<file path="config.mk">
export PLATFORM = sky130hd
export DESIGN_NAME = looper_track_sequencer
export DESIGN_NICKNAME = d
export VERILOG_FILES = /design/src/hw/rtl/lts_pkg.sv /design/src/hw/rtl/looper_track_sequencer.sv
export SDC_FILE = /design/constraint.sdc
export NUM_CORES = 1
export LEC_CHECK = 0
export ABC_CLOCK_PERIOD_IN_PS = 1900
export BUFFER_PORTS_ARGS = -buffer_cell sky130_fd_sc_hd__buf_2
export CAP_MARGIN = 20
export CELL_PAD_IN_SITES_DETAIL_PLACEMENT = 1
export CELL_PAD_IN_SITES_GLOBAL_PLACEMENT = 1
export CORE_MARGIN = 2
export CORE_UTILIZATION = 36
export CTS_CLUSTER_SIZE = 14
export DETAILED_ROUTE_END_ITERATION = 12
export PLACE_DENSITY_LB_ADDON = 0.15
export SYNTH_ARGS = -nofsm -noshare
export SYNTH_HDL_FRONTEND = slang
export SYNTH_SLANG_ARGS = --single-unit
</file>
<file path="constraint.sdc">
create_clock -name clk_i -period 1.9 [get_ports clk_i]
set_clock_uncertainty 0.15 [all_clocks]
set_input_delay 0.38 -clock clk_i [delete_from_list [all_inputs] [get_ports clk_i]]
set_output_delay 0.38 -clock clk_i [all_outputs]
set_load 0.02 [all_outputs]
</file>
<file path="src/hw/rtl/lts_pkg.sv">
// Shared types and codes for the loop-track sequencer.
`default_nettype none

package lts_pkg;

  typedef enum logic [1:0] {
    CMD_TICK  = 2'd0,
    CMD_STOP  = 2'd1,
    CMD_START = 2'd2,
    CMD_RESET = 2'd3
  } cmd_e;

  typedef enum logic [2:0] {
    MODE_IDLE    = 3'd0,
    MODE_RECORD  = 3'd1,
    MODE_PLAY    = 3'd2,
    MODE_WAIT    = 3'd3,
    MODE_STOPPED = 3'd4
  } mode_e;

  typedef enum logic [1:0] {
    LED_KEEP  = 2'd0,
    LED_ON    = 2'd1,
    LED_OFF   = 2'd2,
    LED_FLASH = 2'd3
  } led_e;

  localparam logic [1:0] STAGE_NONE    = 2'd0;
  localparam logic [1:0] STAGE_RUNNING = 2'd1;

  localparam int unsigned InDataW  = 8;
  localparam int unsigned InUserW  = 2;
  localparam int unsigned OutDataW = 16;

  // Packed so that mode_now lands in the lowest bits.
  typedef struct packed {
    logic  advance_stage;
    logic  latch_length;
    logic  rewind_position;
    led_e  green_led_cmd;
    led_e  red_led_cmd;
    logic  end_play;
    logic  begin_play;
    logic  end_record;
    logic  begin_record;
    mode_e mode_now;
  } result_t;

  localparam int unsigned ResultW = $bits(result_t);

endpackage

`default_nettype wire

</file>
<file path="src/hw/rtl/looper_track_sequencer.sv">
// Loop-track sequencer: mode controller for one looper track.
`default_nettype none

// One track's mode controller (idle, recording, playing, waiting, stopped).
// Each input transfer carries one command in tuser (tick, stop, start, reset)
// and the tick qualifiers in tdata; each input transfer yields exactly one
// result transfer with the new mode, the track start/stop strobes, the last
// LED command of the step and the first-take stage actions. The mode logic is
// combinational: a command accepted at one edge has its result on the output
// register after that edge, and a new command is taken every cycle as long as
// the output register is empty or is being drained in the same cycle.
module looper_track_sequencer (
  input  wire                          clk_i,
  input  wire                          rst_ni,
  input  wire                          s_axis_tvalid,
  output logic                         s_axis_tready,
  // [0] button_fell, [1] record_mode, [2] loop_wrapped, [4:3] first_take_stage
  input  wire  [lts_pkg::InDataW-1:0]  s_axis_tdata,
  // [1:0] cmd
  input  wire  [lts_pkg::InUserW-1:0]  s_axis_tuser,
  output logic                         m_axis_tvalid,
  input  wire                          m_axis_tready,
  // [2:0] mode_now, [3] begin_record, [4] end_record, [5] begin_play,
  // [6] end_play, [8:7] red_led_cmd, [10:9] green_led_cmd,
  // [11] rewind_position, [12] latch_length, [13] advance_stage
  output logic [lts_pkg::OutDataW-1:0] m_axis_tdata
);
  import lts_pkg::*;

  mode_e   mode_q, mode_d;
  mode_e   saved_q, saved_d;
  logic    pstop_q, pstop_d;
  logic    pplay_q, pplay_d;
  logic    out_valid_q, out_valid_d;
  result_t res_q, res_d;

  logic       in_xfer;
  cmd_e       cmd;
  logic       press, rec, wrap;
  logic [1:0] stage;

  assign s_axis_tready = !out_valid_q || m_axis_tready;
  assign in_xfer       = s_axis_tvalid && s_axis_tready;

  assign cmd   = cmd_e'(s_axis_tuser[1:0]);
  assign press = s_axis_tdata[0];
  assign rec   = s_axis_tdata[1];
  assign wrap  = s_axis_tdata[2];
  assign stage = s_axis_tdata[4:3];

  always_comb begin
    res_d   = '0;
    mode_d  = mode_q;
    saved_d = saved_q;
    pstop_d = pstop_q;
    pplay_d = pplay_q;

    unique case (cmd)
      CMD_TICK: begin
        // Arming a pending request; it may fire in this same tick on a wrap.
        if (mode_q == MODE_PLAY && press && !rec) begin
          res_d.green_led_cmd = LED_FLASH;
          pstop_d             = 1'b1;
        end
        if (mode_q == MODE_WAIT && press && !rec) begin
          res_d.green_led_cmd = LED_FLASH;
          pplay_d             = 1'b1;
        end
        unique case (mode_q)
          MODE_IDLE: begin
            if (press && (stage == STAGE_NONE || rec)) begin
              res_d.begin_record  = 1'b1;
              res_d.begin_play    = 1'b1;
              res_d.red_led_cmd   = LED_ON;
              res_d.green_led_cmd = LED_ON;
              mode_d              = MODE_RECORD;
              if (stage == STAGE_NONE) begin
                res_d.rewind_position = 1'b1;
                res_d.advance_stage   = 1'b1;
              end
            end
          end
          MODE_RECORD: begin
            if (press) begin
              res_d.end_record  = 1'b1;
              res_d.red_led_cmd = LED_OFF;
              mode_d            = MODE_PLAY;
              if (stage == STAGE_RUNNING) begin
                res_d.latch_length  = 1'b1;
                res_d.advance_stage = 1'b1;
              end
            end
          end
          MODE_PLAY: begin
            if (pstop_d && wrap) begin
              res_d.end_play      = 1'b1;
              res_d.green_led_cmd = LED_OFF;
              mode_d              = MODE_WAIT;
              pstop_d             = 1'b0;
            end
            if (press && rec) begin
              res_d.begin_record = 1'b1;
              res_d.red_led_cmd  = LED_ON;
              mode_d             = MODE_RECORD;
            end
          end
          MODE_WAIT: begin
            if (pplay_d && wrap) begin
              res_d.begin_play    = 1'b1;
              res_d.green_led_cmd = LED_ON;
              mode_d              = MODE_PLAY;
              pplay_d             = 1'b0;
            end
            if (press && rec) begin
              res_d.begin_play    = 1'b1;
              res_d.begin_record  = 1'b1;
              res_d.red_led_cmd   = LED_ON;
              res_d.green_led_cmd = LED_ON;
              mode_d              = MODE_RECORD;
            end
          end
          default: ;
        endcase
      end
      CMD_START: begin
        unique case (saved_q)
          MODE_PLAY: begin
            res_d.begin_play    = 1'b1;
            res_d.green_led_cmd = LED_ON;
            mode_d              = MODE_PLAY;
          end
          MODE_WAIT: mode_d = MODE_WAIT;
          default:   mode_d = MODE_IDLE;
        endcase
      end
      default: begin
        // Stop and reset both halt the current activity.
        if (mode_q == MODE_RECORD) begin
          res_d.end_record    = 1'b1;
          res_d.end_play      = 1'b1;
          res_d.red_led_cmd   = LED_OFF;
          res_d.green_led_cmd = LED_OFF;
        end else if (mode_q == MODE_PLAY) begin
          res_d.end_play      = 1'b1;
          res_d.green_led_cmd = LED_OFF;
        end
        pstop_d = 1'b0;
        pplay_d = 1'b0;
        if (cmd == CMD_STOP) begin
          saved_d = mode_q;
          mode_d  = MODE_STOPPED;
        end else begin
          mode_d = MODE_IDLE;
        end
      end
    endcase

    res_d.mode_now = mode_d;
  end

  always_comb begin
    out_valid_d = out_valid_q;
    if (in_xfer) begin
      out_valid_d = 1'b1;
    end else if (m_axis_tready) begin
      out_valid_d = 1'b0;
    end
  end

  always_ff @(posedge clk_i or negedge rst_ni) begin
    if (!rst_ni) begin
      mode_q      <= MODE_IDLE;
      saved_q     <= MODE_IDLE;
      pstop_q     <= 1'b0;
      pplay_q     <= 1'b0;
      out_valid_q <= 1'b0;
    end else begin
      out_valid_q <= out_valid_d;
      if (in_xfer) begin
        mode_q  <= mode_d;
        saved_q <= saved_d;
        pstop_q <= pstop_d;
        pplay_q <= pplay_d;
      end
    end
  end

  always_ff @(posedge clk_i) begin
    if (in_xfer) begin
      res_q <= res_d;
    end
  end

  assign m_axis_tvalid = out_valid_q;
  assign m_axis_tdata  = {{(OutDataW - ResultW){1'b0}}, res_q};

endmodule

`default_nettype wire

</file>
Yosys cells after proc, flatten, opt, wreduce, memory -nomap -nowiden
Cells that the tools add are included.
{"block": "totals", "in_bits": 14, "register_bits": 23, "word_cells": 107, "out_inout_bits": 18}
{"block": "classes", "n_eq_ne": 8, "n_mux": 59, "bitwise_logic": 2, "n_reduce_logical": 23}
{"op": "$mux W1", "n": 26}
{"op": "$mux W3", "n": 7}
{"op": "$mux W2", "n": 10}
{"op": "$pmux W1 S2", "n": 7}
{"op": "$eq A3 B2 Y1 const B", "n": 4}
{"op": "$pmux W3 S2", "n": 2}
{"op": "$pmux W3 S4", "n": 1}
{"op": "$logic_and A1 B1 Y1", "n": 9}
{"op": "$reduce_and A3 Y1", "n": 3}
{"op": "$mux W4", "n": 2}
{"op": "$pmux W2 S2", "n": 2}
{"op": "$pmux W2 S4", "n": 1}
{"op": "$pmux W2 S3", "n": 1}
{"op": "$eq A2 B1 Y1 const B", "n": 2}
{"op": "$logic_not A2 Y1", "n": 2}
{"op": "$reduce_or A2 Y1", "n": 2}
{"op": "$eq A3 B1 Y1 const B", "n": 1}
{"op": "$logic_not A3 Y1", "n": 1}
{"op": "$eq A2 B2 Y1 const B", "n": 1}
{"op": "$logic_not A1 Y1", "n": 2}
{"op": "$logic_or A1 B1 Y1", "n": 2}
{"op": "$not A1 Y1", "n": 2}
{"op": "$reduce_and A2 Y1", "n": 1}
{"op": "$reduce_bool A2 Y1", "n": 1}

Logic depth before layout (Yosys ltp)
{"block": "depth", "ltp_word": 10, "mapped_depth": 6, "depth_no_buf": 6}

Worst setup path after synthesis
OpenSTA, ideal clock, no wires.
{"block": "synth_path", "path_type": "flip-flop to flip-flop", "startpoint": "reg out_valid_q (netlist: m_axis_tvalid)", "endpoint": "reg saved_q[0]", "path_stages_with_launch": 6, "setup_time_ps": 125, "required_ps": 1625, "arrival_time_ps": 1878, "path_slack_ps": -253, "cell_sequence": "dfrtp_1 -> nand2b_1 -> nand2_1 -> clkinv_1 -> nand3_1 -> mux2_2"}
{"block": "synth_between", "elab_chain_cells": 4}
{"item": "start, declared", "line_no": "looper_track_sequencer.sv:34", "text": "logic out_valid_q, out_valid_d;"}
{"item": "start signal, assigned", "line_no": "looper_track_sequencer.sv:178", "text": "out_valid_q <= out_valid_d;"}
{"item": "$logic_not A1 Y1", "line_no": "looper_track_sequencer.sv:42", "text": "assign s_axis_tready = !out_valid_q || m_axis_tready;"}
{"item": "$logic_or A1 B1 Y1", "line_no": "looper_track_sequencer.sv:42"}
{"item": "via s_axis_tready", "line_no": "looper_track_sequencer.sv:16", "text": "output logic s_axis_tready,"}
{"item": "$logic_and A1 B1 Y1", "line_no": "looper_track_sequencer.sv:43", "text": "assign in_xfer = s_axis_tvalid && s_axis_tready;"}
{"item": "via in_xfer", "line_no": "looper_track_sequencer.sv:37", "text": "logic in_xfer;"}
{"item": "$reduce_and A3 Y1 (no line)"}
{"item": "end signal, assigned", "line_no": "looper_track_sequencer.sv:181", "text": "saved_q <= saved_d;"}
{"item": "end, declared", "line_no": "looper_track_sequencer.sv:31", "text": "mode_e saved_q, saved_d;"}
The timed path passes the listed nets, and every way through them passes these cells.
A chain may end at the register's enable or synchronous reset.

Worst setup path after layout
{"block": "layout_path", "startpoint": "reg mode_q[0]", "endpoint": "reg mode_q[0]"}
{"block": "layout_between", "elab_chain_cells": 10, "elab_cells_between_ends": 22, "classes_between": "eq/ne: 3; mux: 12; reduce/logical: 7"}
{"item": "start, declared", "line_no": "looper_track_sequencer.sv:30", "text": "mode_e mode_q, mode_d;"}
{"item": "start signal, assigned", "line_no": "looper_track_sequencer.sv:180", "text": "mode_q <= mode_d;"}
{"item": "$eq A3 B2 Y1, on equally long branches", "line_no": "looper_track_sequencer.sv:65, looper_track_sequencer.sv:69, looper_track_sequencer.sv:61"}
{"item": "$logic_and A1 B1 Y1, on equally long branches (2 in a row)", "line_no": "looper_track_sequencer.sv:65, looper_track_sequencer.sv:61"}
{"item": "$mux W1, on equally long branches", "line_no": "looper_track_sequencer.sv:65, looper_track_sequencer.sv:61"}
{"item": "$mux W1", "line_no": "looper_track_sequencer.sv:58", "text": "unique case (cmd)"}
{"item": "$logic_and A1 B1 Y1, on equally long branches", "line_no": "looper_track_sequencer.sv:108, looper_track_sequencer.sv:95"}
{"item": "$mux W3, on equally long branches", "line_no": "looper_track_sequencer.sv:108, looper_track_sequencer.sv:95"}
{"item": "$mux W3, on equally long branches", "line_no": "looper_track_sequencer.sv:114, looper_track_sequencer.sv:101"}
{"item": "$pmux W3 S4 (*)", "line_no": "looper_track_sequencer.sv:69", "text": "unique case (mode_q)"}
{"item": "$pmux W3 S2 (*)", "line_no": "looper_track_sequencer.sv:58"}
Every way passes the cells marked *; elsewhere a longest branch is shown, timed or not. The select of a mux whose other input is x is not followed.

==> results.md <==
- H-tree depth: 1
- Clk slew on worst S/H paths: roughly 0.13 ns
- DIE HEIGHT: around 64 um
- Filler cells: approximately 420
- Switching Share: 31.5%
- Reg2Reg Setup Slack: roughly 0.10 ns
- Hold path endpoint: m_axis_tvalid$_DFFE_PN0P_
- Net Switching: about 360 uW
- Final Cycle Share: a little over nine tenths
- Vias after detailed routing: approximately 1,100
- Setup_tns: 0 ns
- Clk sinks: 23
- I/O pins: 32
- Final Instance Area: 1580 um2
- Nets: 179
- Port Buf Inserts: 26
- CP Class: flip-flop to flip-flop
- Worst path required time: slightly below 2 ns
- TritonCTS buffer count: 3
- Cell at the root of the clock tree: clkbuf_4
- Reg2Reg Depth: 5
- Core area: approximately 3400 um2
- Fin util: 47.0%
- Worst Setup Start Kind: flip-flop
- WL/cell: 14.1 um
- Cell Chain, Critical Path: nor4b_4 -> a21oi_1 -> o31a_1 -> a311o_1 -> a31oi_1
- Initial Utilization: a little under two fifths
- Total track usage: between 15 and 20%
- Crit end category: flip-flop
- RSZ-0062 raised after global routing: no
- Die width: approximately 64 um
- Slew Viols, Final: 0
- Row count: 21
- Seq cells post-synth: 23
- Initial antenna violation count: 0
- Synth Flop Type: edfxtp_1
- Final Hold Fails: 0
- Synthesis Warnings: 0
- Largest area contributor in the netlist: edfxtp_1
- Max incr delay on CP: approximately 0.50 ns
- Synthesized area: ~1300 um2
- Clock buffer depth: 2
- RR Startpoint: mode_q[0]$_DFFE_PN0P_
- Worst Hold Launch: s_axis_tvalid
- Crit path arrival time: between 1.5 and 2 ns
- PwrDens: 724 nW/um2
- TritonCTS clock tree: built
- Max Cap Violations: 0
- Vias per cell: around 5.3
- Antenna diode count: 0
- DRC errors left: 0
- Logic pwr share: around a quarter
- Clock Power Share: about a fifth
- First-pass GRT wire length: around 5 mm
- Async set or reset register ratio after synthesis: 39.1%
- Vias in the first global route: between 1,000 and 1,500
- Top cells by area, synth: edfxtp_1 33%, dfrtp_1 18%, a21oi_1 5.1%
- Post-detail-place hpwl: between 2 and 2.5 mm
- Fmax: 556 MHz
- FF+latch area: 648 um2
- Final worst path period need: 1.80 ns
- Initial DRC Count: 20
- Largest net degree at the start of global routing: 17
- Int Power: slightly below 800 uW
- Die ar.: 4040 um2
- Final setup fails: 0
- Syn Inst Count: 126
- WHS Path Cells: 2
- First-pass DRT Iterations: 3
- Clk Latency, worst-skew pair: slightly above 0.3 ns
- Final GP Congestion: slightly below 0.9
- Status: completed
- Unique cell type count in the Yosys netlist: 38
- Max VDD drop: approximately 330 uV
- Maximum fanout along the worst path: 7
- Sequential-to-total area share from yosys stat: just over 50%
- Synth top area share: roughly a third
- Post-synth EDFFs: 14
- Synth Area per Inst: 10.1 um2
- Slowest stage cell, crit path: dfrtp_2
- CP Launch Point: mode_q[0]$_DFFE_PN0P_
- Detailed Route WL: between 2 and 3 mm
- Sequential Power Share: 53.9%
- Multi-input logic area: between 500 and 600 um2
- Total gr overflow: 0
- Area Overhead vs Synth: 23.8%
- Reg2Reg Capture Point: mode_q[0]$_DFFE_PN0P_
- Leak: about 0.00066 uW
- HP Class: input pin to flip-flop
- Antenna viol nets, final: 0
- Most frequent cells after synthesis: 14 x edfxtp_1, 14 x nor2_1, 13 x a21oi_1
- Fraction of layout cells with a size suffix above 1: 34.8%
- Placement Cell Area: between 1500 and 2000 um2
[worst max path at each step]
| stage | end | slack [ns] | depth (start not counted) |
|---|---|---|---|
| after global routing | mode_q[0]$_DFFE_PN0P_ | 0.01 | 5 |
| after floorplan | saved_q[0]$_DFFE_PN0P_ | 0.008 | 5 |
| after detailed placement | m_axis_tdata[10]$_DFFE_PP_ | -0.009 | 6 |
| after CTS | m_axis_tdata[10]$_DFFE_PP_ | 0.02 | 4 |
| final | mode_q[0]$_DFFE_PN0P_ | 0.10 | 5 |
| after global placement | m_axis_tdata[10]$_DFFE_PP_ | 0.02 | 6 |
[final cells by class]
| type | count | share of cell area (%) |
|---|---|---|
| clock buffers | 3 | 1.42 |
| clock inverters | 1 | 0.316 |
| inverters | 5 | 1.27 |
| multi-input cells | 88 | 35.4 |
| flip-flops and latches | 23 | 41.0 |
| well taps | 46 | 3.64 |
| repair buffers | 44 | 16.9 |
[critical path: cells and delay by family, from the launching register on]
family / cells / cell delay (ns)
compound gates: 4 / 0.79
simple gates: 1 / 0.28
flops: 1 / 0.50
[flip-flops by register name, indices dropped and copies added (netlist names)]
name and cells:
saved_q 3, pplay_q 1, m_axis_tvalid 1, mode_q 3, pstop_q 1, m_axis_tdata 14
[cells by family after synthesis]
logic type | after synthesis | synth area share [%]
AOI/OAI and AO/OA | 33 | 17.0
xor gates and xnor gates | 3 | 2.06
buffers and inverters | 16 | 6.36
DFF | 23 | 50.5
muxes | 3 | 2.64
other | 1 | 0.294
and+or+nand+nor | 47 | 21.1
[power by group through the flow]
stage          combinational [uW]  clock (uW)  sequential, uW
2_1_floorplan                 176           0             633
3_3_place_gp                  285           0             624
3_5_place_dp                  291           0             626
4_1_cts                       294         245             615
5_1_grt                       322         275             623
6_report                      292         236             617
[through the flow]
| stage | hold WS, ns | power, uW | setup slack (ns) | std cells |
|---|---|---|---|---|
| finish | 0.111 | 1150 | 0.103 | 210 |
| global route | 0.114 | 1220 | 0.00963 | 210 |
| CTS | 0.103 | 1150 | 0.0197 | 210 |
| detailed placement | 0.104 | 918 | -0.00852 | 205 |
| global placement | 0.0993 | 909 | 0.0173 | 205 |
| floorplan | -0.0656 | 809 | 0.00773 | 127 |
[layout by cell type (no fill, tap or decap), types with 3 or more instances in the layout]
master / synthesis / final
a21oi_1: 13 / 13
a31oi_1: 4 / 4
buf_2: 2 / 26
buf_4: 3 / 17
clkbuf_4: 0 / 3
dfrtp_1: 9 / 7
edfxtp_1: 14 / 14
inv_1: 4 / 4
mux2_2: 3 / 3
nand2_1: 6 / 6
nand2b_1: 3 / 3
nand3_1: 5 / 5
nor2_1: 14 / 14
nor2b_1: 5 / 5
nor3b_1: 3 / 3
o21ai_0: 5 / 5
[repair_timing]
item                       4_1_cts  5_1_grt
setup endpoints to repair        0        4
resized for setup                0        4
hold buffers                     1        0
hold endpoints to repair         9        0
setup buffers                    0        0
[routing by layer]
metal / GRT usage [%] / wire length, um / vias to the layer above / share of wire [%]
met5: 0 / 0 / - / 0
met4: 4.08 / 23 / 0 / 0.78
met3: 2.32 / 73 / 2 / 2.5
met2: 26.3 / 1490 / 19 / 50
met1: 20.7 / 1380 / 543 / 47
li1: - / - / 539 / -
Power figures use the tool's default switching activity.
